==> src/rtl/core/avm_pkg.sv <==
// shared types, constants and the segment table for the voltmeter display driver
package avm_pkg;

  localparam int DIGIT_COUNT  = 3;
  localparam int INDEX_W      = 2;
  localparam int SAMPLE_W     = 16;
  localparam int SCALE_W      = 10;
  localparam int DP_MASK_W    = 3;
  localparam int PROD_W       = SAMPLE_W + SCALE_W;
  localparam int READING_W    = 10;
  localparam int TENS_W       = 7;
  localparam int BCD_W        = 4;
  localparam int FRONT_STAGES = 4;
  localparam int QUEUE_DEPTH  = 8;
  localparam int QPTR_W       = $clog2(QUEUE_DEPTH);
  localparam int QCOUNT_W     = $clog2(QUEUE_DEPTH + 1);
  localparam int OCC_W        = $clog2(QUEUE_DEPTH + FRONT_STAGES + 1);
  localparam int CFG_INDEX_W  = 2;
  localparam int CFG_DATA_W   = 10;

  localparam logic [CFG_INDEX_W-1:0] CFG_SCALE   = 2'd0;
  localparam logic [CFG_INDEX_W-1:0] CFG_DP_MASK = 2'd1;

  localparam logic [SCALE_W-1:0]   SCALE_RESET   = 10'd330;
  localparam logic [DP_MASK_W-1:0] DP_MASK_RESET = 3'd4;

  typedef struct packed {
    logic [SAMPLE_W-1:0] adc_sample;
    logic                tick;
  } in_item_t;

  typedef struct packed {
    logic [7:0] segment_lines;
    logic [2:0] digit_enables;
    logic       display_lit;
  } out_item_t;

  typedef struct packed {
    logic             tick;
    logic [BCD_W-1:0] hundreds;
    logic [BCD_W-1:0] tens;
    logic [BCD_W-1:0] ones;
  } digits_t;

  typedef struct packed {
    logic [SCALE_W-1:0]   scale_factor;
    logic [DP_MASK_W-1:0] decimal_point_mask;
  } cfg_t;

  function automatic logic [7:0] seg_pattern(input logic [BCD_W-1:0] digit);
    logic [7:0] seg;
    case (digit)
      4'd0:    seg = 8'hc0;
      4'd1:    seg = 8'hf9;
      4'd2:    seg = 8'h24;
      4'd3:    seg = 8'h30;
      4'd4:    seg = 8'h19;
      4'd5:    seg = 8'h92;
      4'd6:    seg = 8'h02;
      4'd7:    seg = 8'hf8;
      4'd8:    seg = 8'h00;
      4'd9:    seg = 8'h98;
      default: seg = 8'hff;
    endcase
    return seg;
  endfunction

endpackage

==> src/rtl/core/avm_front.sv <==
// front pipeline: accepts samples, scales them and splits the reading into decimal digits
module avm_front import avm_pkg::*; (
  input  logic                clk,
  input  logic                rst,
  input  logic                in_valid,
  output logic                in_stall,
  input  in_item_t            in_data,
  input  logic [SCALE_W-1:0]  scale_factor,
  input  logic [QCOUNT_W-1:0] q_count,
  output logic                push,
  output digits_t             push_data
);

  logic                 s1_valid, s2_valid, s3_valid, s4_valid;
  logic                 s1_tick, s2_tick, s3_tick;
  logic [PROD_W-1:0]    s1_product;
  logic [READING_W-1:0] s2_reading;
  logic [READING_W-1:0] s3_reading;
  logic [TENS_W-1:0]    s3_tens_all;
  logic [BCD_W-1:0]     s3_hundreds;
  digits_t              s4_digits;

  logic [OCC_W-1:0]     occupancy;
  logic                 accept;
  logic [PROD_W-1:0]    div_sum;
  logic [READING_W-1:0] quotient;
  logic [READING_W-1:0] reading_mod;
  logic [17:0]          tens_prod;
  logic [15:0]          hund_prod;
  logic [READING_W-1:0] ones_diff;
  logic [TENS_W-1:0]    tens_diff;

  assign occupancy = OCC_W'(s1_valid) + OCC_W'(s2_valid) + OCC_W'(s3_valid)
                   + OCC_W'(s4_valid) + OCC_W'(q_count);
  assign in_stall  = (occupancy >= OCC_W'(QUEUE_DEPTH));
  assign accept    = in_valid && !in_stall;

  // divide by 65535
  assign div_sum     = s1_product + PROD_W'(s1_product[PROD_W-1:16]) + PROD_W'(1);
  assign quotient    = div_sum[PROD_W-1:16];
  assign reading_mod = (quotient >= READING_W'(1000)) ? quotient - READING_W'(1000) : quotient;

  // reading / 10 and reading / 100 by reciprocal
  assign tens_prod = 18'(s2_reading) * 18'd205;
  assign hund_prod = 16'(s2_reading) * 16'd41;

  assign ones_diff = s3_reading - {s3_tens_all, 3'b000} - READING_W'({s3_tens_all, 1'b0});
  assign tens_diff = s3_tens_all - TENS_W'({s3_hundreds, 3'b000})
                   - TENS_W'({s3_hundreds, 1'b0});

  always_ff @(posedge clk) begin
    if (rst) begin
      s1_valid <= 1'b0;
      s2_valid <= 1'b0;
      s3_valid <= 1'b0;
      s4_valid <= 1'b0;
    end else begin
      s1_valid <= accept;
      s2_valid <= s1_valid;
      s3_valid <= s2_valid;
      s4_valid <= s3_valid;
    end
  end

  always_ff @(posedge clk) begin
    s1_product         <= PROD_W'(in_data.adc_sample) * PROD_W'(scale_factor);
    s1_tick            <= in_data.tick;
    s2_reading         <= reading_mod;
    s2_tick            <= s1_tick;
    s3_reading         <= s2_reading;
    s3_tens_all        <= tens_prod[17:11];
    s3_hundreds        <= hund_prod[15:12];
    s3_tick            <= s2_tick;
    s4_digits.tick     <= s3_tick;
    s4_digits.hundreds <= s3_hundreds;
    s4_digits.tens     <= tens_diff[BCD_W-1:0];
    s4_digits.ones     <= ones_diff[BCD_W-1:0];
  end

  assign push      = s4_valid;
  assign push_data = s4_digits;

endmodule

==> src/rtl/core/avm_queue.sv <==
// short fifo of digit beats between the front pipeline and the display sequencer
module avm_queue import avm_pkg::*; (
  input  logic                clk,
  input  logic                rst,
  input  logic                push,
  input  digits_t             push_data,
  input  logic                pop,
  output digits_t             head,
  output logic                not_empty,
  output logic [QCOUNT_W-1:0] count
);

  // head register in front of the array, the array holds the beats behind it
  digits_t           entries [QUEUE_DEPTH];
  logic [QPTR_W-1:0] wr_ptr;
  logic [QPTR_W-1:0] rd_ptr;
  logic              head_valid;
  logic              take;
  logic              mem_empty;
  logic              mem_rd;
  logic              mem_wr;

  // at most seven beats sit behind the head, so equal pointers mean empty
  assign take      = !head_valid || pop;
  assign mem_empty = (wr_ptr == rd_ptr);
  assign mem_rd    = take && !mem_empty;
  assign mem_wr    = push && !(take && mem_empty);

  always_ff @(posedge clk) begin
    if (rst) begin
      wr_ptr     <= '0;
      rd_ptr     <= '0;
      count      <= '0;
      head_valid <= 1'b0;
    end else begin
      if (mem_wr) begin
        wr_ptr <= wr_ptr + QPTR_W'(1);
      end
      if (mem_rd) begin
        rd_ptr <= rd_ptr + QPTR_W'(1);
      end
      if (take) begin
        head_valid <= !mem_empty || push;
      end
      if (push && !pop) begin
        count <= count + QCOUNT_W'(1);
      end else if (pop && !push) begin
        count <= count - QCOUNT_W'(1);
      end
    end
  end

  always_ff @(posedge clk) begin
    if (mem_wr) begin
      entries[wr_ptr] <= push_data;
    end
    if (mem_rd) begin
      head <= entries[rd_ptr];
    end else if (take && push) begin
      head <= push_data;
    end
  end

  assign not_empty = head_valid;

endmodule

==> src/rtl/core/avm_back.sv <==
// back end: blank/lit phase sequencer, digit scan and the output port image register
module avm_back import avm_pkg::*; (
  input  logic                 clk,
  input  logic                 rst,
  input  logic                 q_not_empty,
  input  digits_t              q_head,
  output logic                 pop,
  input  logic [DP_MASK_W-1:0] dp_mask,
  output logic                 out_valid,
  input  logic                 out_stall,
  output out_item_t            out_data
);

  typedef enum logic [1:0] {
    PH_BLANK = 2'b01,
    PH_LIT   = 2'b10
  } phase_t;

  phase_t             phase, phase_next;
  logic [INDEX_W-1:0] digit_index, digit_index_next;
  out_item_t          image_next;

  logic [1:0]         en_pos;
  logic [BCD_W-1:0]   digit_val;
  logic [7:0]         seg;
  logic [INDEX_W:0]   index_inc;

  assign pop = q_not_empty && (!out_valid || !out_stall);

  assign en_pos    = (digit_index == 2'd3) ? 2'd0 : digit_index;
  assign index_inc = {1'b0, digit_index} + (INDEX_W + 1)'(1);

  always_comb begin
    case (digit_index)
      2'd0:    digit_val = q_head.ones;
      2'd1:    digit_val = q_head.tens;
      default: digit_val = q_head.hundreds;
    endcase
  end

  always_comb begin
    seg    = seg_pattern(digit_val);
    seg[7] = !dp_mask[en_pos];
  end

  always_comb begin
    phase_next       = phase;
    digit_index_next = digit_index;
    image_next       = out_data;
    if (q_head.tick) begin
      unique case (phase)
        PH_LIT: begin
          phase_next       = PH_BLANK;
          image_next       = '0;
          digit_index_next = (index_inc >= (INDEX_W + 1)'(DIGIT_COUNT)) ? '0
                                                                      : index_inc[INDEX_W-1:0];
        end
        PH_BLANK: begin
          phase_next                 = PH_LIT;
          image_next.segment_lines   = seg;
          image_next.digit_enables   = 3'b001 << en_pos;
          image_next.display_lit     = 1'b1;
        end
        default: begin
          phase_next = PH_BLANK;
        end
      endcase
    end
  end

  always_ff @(posedge clk) begin
    if (rst) begin
      phase       <= PH_BLANK;
      digit_index <= '0;
      out_data    <= '0;
      out_valid   <= 1'b0;
    end else begin
      if (pop) begin
        phase       <= phase_next;
        digit_index <= digit_index_next;
        out_data    <= image_next;
        out_valid   <= 1'b1;
      end else if (!out_stall) begin
        out_valid <= 1'b0;
      end
    end
  end

endmodule

==> src/rtl/core/adc_voltmeter_seven_segment_mux.sv <==
// top level of the three-digit multiplexed seven-segment voltmeter driver
// Takes one sample beat per clock while in_stall is low and returns one port-image beat for
// each, in order. A beat passes through the front pipeline (16x10 multiply, divide by 65535
// with reduction modulo 1000, two reciprocal multiplies, digit split), then waits in an
// eight-entry queue for the phase sequencer, which registers the result. in_stall rises once
// eight beats are in the front pipeline and queue together. Configuration writes are always
// ready and are registered before use.
module adc_voltmeter_seven_segment_mux import avm_pkg::*; (
  input  logic                   clk,
  input  logic                   rst,
  input  logic                   in_valid,
  output logic                   in_stall,
  input  in_item_t               in_data,
  output logic                   out_valid,
  input  logic                   out_stall,
  output out_item_t              out_data,
  input  logic                   cfg_valid,
  output logic                   cfg_ready,
  input  logic [CFG_INDEX_W-1:0] cfg_index,
  input  logic [CFG_DATA_W-1:0]  cfg_data
);

  cfg_t                cfg;
  logic                push;
  digits_t             push_data;
  logic                pop;
  digits_t             q_head;
  logic                q_not_empty;
  logic [QCOUNT_W-1:0] q_count;

  assign cfg_ready = 1'b1;

  always_ff @(posedge clk) begin
    if (rst) begin
      cfg.scale_factor       <= SCALE_RESET;
      cfg.decimal_point_mask <= DP_MASK_RESET;
    end else if (cfg_valid && cfg_ready) begin
      case (cfg_index)
        CFG_SCALE:   cfg.scale_factor       <= cfg_data[SCALE_W-1:0];
        CFG_DP_MASK: cfg.decimal_point_mask <= cfg_data[DP_MASK_W-1:0];
        default: ;
      endcase
    end
  end

  avm_front u_front (
    .clk          (clk),
    .rst          (rst),
    .in_valid     (in_valid),
    .in_stall     (in_stall),
    .in_data      (in_data),
    .scale_factor (cfg.scale_factor),
    .q_count      (q_count),
    .push         (push),
    .push_data    (push_data)
  );

  avm_queue u_queue (
    .clk       (clk),
    .rst       (rst),
    .push      (push),
    .push_data (push_data),
    .pop       (pop),
    .head      (q_head),
    .not_empty (q_not_empty),
    .count     (q_count)
  );

  avm_back u_back (
    .clk         (clk),
    .rst         (rst),
    .q_not_empty (q_not_empty),
    .q_head      (q_head),
    .pop         (pop),
    .dp_mask     (cfg.decimal_point_mask),
    .out_valid   (out_valid),
    .out_stall   (out_stall),
    .out_data    (out_data)
  );

  a_queue_bound: assert property (@(posedge clk) disable iff (rst)
    q_count <= QCOUNT_W'(QUEUE_DEPTH))
    else $error("queue overflow");

  a_no_push_when_full: assert property (@(posedge clk) disable iff (rst)
    push && !pop |-> q_count < QCOUNT_W'(QUEUE_DEPTH))
    else $error("push into full queue");

  a_lit_matches_enable: assert property (@(posedge clk) disable iff (rst)
    out_valid |-> $onehot0(out_data.digit_enables)
                  && (out_data.display_lit == (out_data.digit_enables != 3'd0)))
    else $error("digit enables disagree with phase");

  a_blank_dark: assert property (@(posedge clk) disable iff (rst)
    out_valid && !out_data.display_lit |-> out_data.segment_lines == 8'd0)
    else $error("segments driven in blank phase");

endmodule
==> config.mk <==
export PLATFORM = sky130hd
export DESIGN_NAME = adc_voltmeter_seven_segment_mux
export DESIGN_NICKNAME = d
export VERILOG_FILES = /design/src/rtl/core/avm_pkg.sv /design/src/rtl/core/avm_front.sv /design/src/rtl/core/avm_queue.sv /design/src/rtl/core/avm_back.sv /design/src/rtl/core/adc_voltmeter_seven_segment_mux.sv
export SDC_FILE = /design/constraint.sdc
export NUM_CORES = 1
export LEC_CHECK = 0
export ABC_AREA = 1
export ABC_CLOCK_PERIOD_IN_PS = 6300
export BUFFER_PORTS_ARGS = -buffer_cell sky130_fd_sc_hd__buf_2
export CAP_MARGIN = 10
export CELL_PAD_IN_SITES_DETAIL_PLACEMENT = 0
export CELL_PAD_IN_SITES_GLOBAL_PLACEMENT = 1
export CORE_UTILIZATION = 49
export DETAILED_ROUTE_END_ITERATION = 8
export PLACE_DENSITY_LB_ADDON = 0.1
export SYNTH_ARGS = -nofsm -noshare
export SYNTH_HDL_FRONTEND = slang
export SYNTH_SLANG_ARGS = --single-unit
==> constraint.sdc <==
create_clock -name clk -period 6.3 [get_ports clk]
set_input_delay 0 -clock clk [delete_from_list [all_inputs] [get_ports clk]]
set_output_delay 0 -clock clk [all_outputs]
set_load 0.1 [all_outputs]
==> impl_summary.log <==
[metrics] slew at the pin closest to its max-slew limit: 1.11 ns
[metrics] Synth Area in Simple Gates: 0.165
[metrics] sequential cell area fraction in the yosys report: 0.345
[metrics] crit path cell chain: nand2_1 -> fa_1 -> inv_1 -> fa_1 -> fa_1 -> fa_1 -> inv_1 -> fa_1 -> inv_1 -> ha_1 -> nand2_1 -> nor4_1 -> nand4_1 -> nand3_1 -> nand3_1 -> nand2_1 -> xor2_1
[metrics] vias per cell: 5.00
[metrics] setup repair after global routing missed its margin: no
[metrics] crit path max fanout: 17
[metrics] TritonCTS clock tree: done
[metrics] Filler Cells Inserted: 3,144
[metrics] DR DRC count: 0
[metrics] data required time of the worst path: 6.75 ns
[metrics] post-layout net count: 2,288
[metrics] count of flip-flops with a built-in enable after synthesis: 117
[metrics] status: complete, no violations
[metrics] overall die height: 186 µm
[metrics] routed wire length per instance: 14.9 µm
[metrics] post-detailed-route count of antenna-violating nets: 0
[metrics] Core ar.: 0.0335 mm²
[metrics] drt total wl: 35.9 mm
[metrics] Synth Area in XOR/XNOR: 0.0294
[metrics] part of the cycle the worst path needs: 0.864
[metrics] highest clock rate: 184 MHz
[metrics] H-tree depth: 1
[metrics] headroom to the max-slew limit: 0.259
[metrics] width of the die: 186 µm
[metrics] Synth Flop Type: sky130_fd_sc_hd__edfxtp_1
[metrics] number of port buffers: 47
[metrics] Crit-path slowest cell: sky130_fd_sc_hd__dfxtp_1
[metrics] Power per Cell Area: 551 mW/mm²
[metrics] number of failing setup endpoints in the final timing report: 0
[metrics] kind of critical path: reg2reg
[metrics] synthesized flop and latch total: 229
[metrics] dominant cell type by count on the critical path: sky130_fd_sc_hd__fa_1
[metrics] count of pins over their slew limit: 0
[metrics] layout cell share with drive strength beyond 1: 0.0670
[metrics] Hold Crit Class: in2reg
[metrics] Layout Skew: 0.0114 ns
[metrics] Static Leak: 9.30 nW
[metrics] routability cong.: 0.841
[metrics] Mapped Cells: 1,903
[metrics] mean post-synth cell area: 8.76 µm²
[metrics] CP Capture Type: flop
[metrics] WP buf/inv: 3
[metrics] arrival time at the worst endpoint: 5.90 ns
[metrics] synthesized-area fraction occupied by ao, oa, aoi and oai cells: 0.0748
[metrics] count of yosys warnings during synthesis: 0
[metrics] Die Area: 0.0348 mm²
[metrics] cell types with the largest area share after synthesis: sky130_fd_sc_hd__edfxtp_1, sky130_fd_sc_hd__fa_1, sky130_fd_sc_hd__dfxtp_1
[metrics] number of top-level design ports: 49
[metrics] Final Hold Violating Endpoints: 0
[metrics] CTS clk-pin slew, worst paths: 0.06 ns
[metrics] Worst Setup Slack, final: 0.854 ns
[metrics] maximum number of pins on one net before global-route repair: 54
[metrics] library cells used by synthesis: 49
[metrics] vias in the first global route: 12,600
[metrics] area taken by flip-flops and latches: 0.00576 mm²
[metrics] number of vias in the routed layout: 12,100
[metrics] area of the mapped netlist: 0.0167 mm²
[metrics] total global routing track utilization: 0.218
[metrics] setup slack at placement: 0.943 ns
[metrics] Synth Area in Adders: 0.288
[metrics] Net Count, Synth: 2,241
[metrics] FFs w/ async S/R, synth: 0
[metrics] later-pin clock latency in the skew report: 0.53 ns
[metrics] crit path launch type: flop
[metrics] initial DRC count: 553
[metrics] final critical delay including setup and external delays: 5.45 ns
[metrics] multi-input combinational cell area: 0.00931 mm²
[metrics] grt total ovfl: 0
[metrics] initial antenna violation count: 0
[metrics] initial core utilization: 0.497
[metrics] area share of the largest cell type after synthesis: 0.211
[metrics] combinational family with the most area after synthesis: adder cells
[metrics] total CTS buffers: 25
[metrics] maximum vdd ir drop: 0.596 mV
[metrics] peak per-stage delay on the critical path: 0.74 ns
[metrics] Post-Route Setup TNS: 0 ns
[metrics] buffer depth of the longest clock path: 3
[metrics] Max Cap Violations: 0
[metrics] Pre-antenna DRT Iters: 5
[metrics] HPWL after DPL: 26.7 mm
[metrics] wire length of the first global-routing pass: 61.8 mm
[metrics] Top delay family on crit path: adder cells
[metrics] area growth from synthesis to final layout: 10.7%
[metrics] Post-CTS Setup Inserts: 0
[metrics] number of core rows: 67
[metrics] clock root buffer: sky130_fd_sc_hd__clkbuf_16
[metrics] mux cell area share after synthesis: 0
[metrics] TritonCTS sink count: 229
[metrics] cell taking the most area after synthesis: sky130_fd_sc_hd__edfxtp_1
## state kept, by name (all words and copies together), names as in the netlist, 2 cells and up, named ones only
signal / count
u_queue.entries: 104
u_front.s1_product: 26
cfg: 13
u_front.push_data: 13
u_queue.head: 13
u_back.out_data: 12
u_front.s2_reading: 10
u_front.s3_hundreds: 4
u_front.s3_reading: 4
u_front.s3_tens_all: 4
u_queue.count: 4
u_queue.rd_ptr: 3
u_queue.wr_ptr: 3
u_back.digit_index: 2
u_back.phase: 2
## cells in the final DEF, fill, tap and decap left out, types with 8 or more instances in the layout
master                            n
sky130_fd_sc_hd__buf_2           47
sky130_fd_sc_hd__clkbuf_16       25
sky130_fd_sc_hd__nand2_2          8
sky130_fd_sc_hd__o32ai_1         26
sky130_fd_sc_hd__ha_1           171
sky130_fd_sc_hd__nor2_2          12
sky130_fd_sc_hd__o21ai_1         13
sky130_fd_sc_hd__nand3_1         46
sky130_fd_sc_hd__o21ai_0         79
sky130_fd_sc_hd__dlygate4sd3_1   32
sky130_fd_sc_hd__nor2_1         182
sky130_fd_sc_hd__xor2_1          34
sky130_fd_sc_hd__xnor2_1         22
sky130_fd_sc_hd__fa_1           133
sky130_fd_sc_hd__a21oi_1         71
sky130_fd_sc_hd__nand2_1        388
sky130_fd_sc_hd__edfxtp_1       117
sky130_fd_sc_hd__dfxtp_1        112
sky130_fd_sc_hd__inv_1          359
## timing repair
action                    CTS  global route
resized for setup           0             0
hold buffers               32             0
hold endpoints to repair   36             0
## cell usage after synthesis, drive strengths merged (26+ instances only)
| cell type | number |
|---|---|
| edfxtp | 117 |
| inv | 364 |
| fa | 133 |
| clkbuf | 61 |
| ha | 171 |
| nor2 | 196 |
| xor2 | 34 |
| nand2 | 399 |
| dfxtp | 112 |
| a21oi | 74 |
| nand3 | 47 |
| o21ai | 92 |
| o32ai | 26 |
## logic make-up after synthesis
logic type / after synthesis
xor gates and xnor gates: 56
DFF: 229
other: 1
and+or+nand+nor: 669
AOI/OAI and AO/OA: 213
buffers and inverters: 431
adders and majority gates: 304
## cell type report
| cell class | instances | share of cell area |
|---|---|---|
| Clock buffer | 30 | 0.0360 |
| Antenna cell | 1 | 0.000136 |
| Tap cell | 448 | 0.0304 |
| Multi-Input combinational cell | 1243 | 0.505 |
| Timing Repair Buffer | 84 | 0.0321 |
| Inverter | 367 | 0.0747 |
| Sequential cell | 229 | 0.312 |
| Clock inverter | 16 | 0.00997 |
## final timing paths
kind                        start                      to  slack [ns]  cells after the start
hold / removal         in_data[2]   u_front.s1_product[1]       0.009                      4
hold reg to reg   u_front.s2_tick         u_front.s3_tick        0.32                      0
setup / recovery           cfg[9]  u_front.s1_product[24]        0.85                     17
setup reg to reg           cfg[9]  u_front.s1_product[24]        0.85                     17
## metrics by stage
| stage | cell area (µm²) | std cells | hold WS [ns] | util | total power, mW |
|---|---|---|---|---|---|
| 4_1_cts | 18400 | 2417 | 0.00225 | 0.550 | 10.3 |
| 3_5_place_dp | 17300 | 2339 | 0.106 | 0.515 | 8.73 |
| 3_3_place_gp | 17300 | 2339 | 0.104 | 0.515 | 8.65 |
| 5_1_grt | 18400 | 2417 | 0.0539 | 0.550 | 11.5 |
| 2_1_floorplan | 16700 | 1903 | 0.0277 | - | 7.20 |
| 6_report | 18400 | 2418 | 0.00861 | 0.550 | 10.2 |
## power breakdown
group	internal [mW]	leakage, nW	switching [mW]
Clock	0.885	0.421	0.607
Combinational	2.44	6.88	3.88
Sequential	2.03	2.00	0.331
Total	5.35	9.30	4.82
## worst min-delay path, stage by stage
cell and delay, ns:
sky130_fd_sc_hd__buf_2 0.23, sky130_fd_sc_hd__nand2_1 0.08, sky130_fd_sc_hd__inv_1 0.06, sky130_fd_sc_hd__ha_1 0.13
## per-layer routing
| layer | wire length [µm] | GRT usage | vias to the layer above |
|---|---|---|---|
| li1 | - | - | 6060 |
| met1 | 16400 | 0.284 | 5850 |
| met2 | 17900 | 0.394 | 151 |
| met3 | 1180 | 0.0239 | 34 |
| met4 | 423 | 0.0366 | 0 |
| met5 | 0 | 0 | - |
Power figures use the tool's default switching activity.
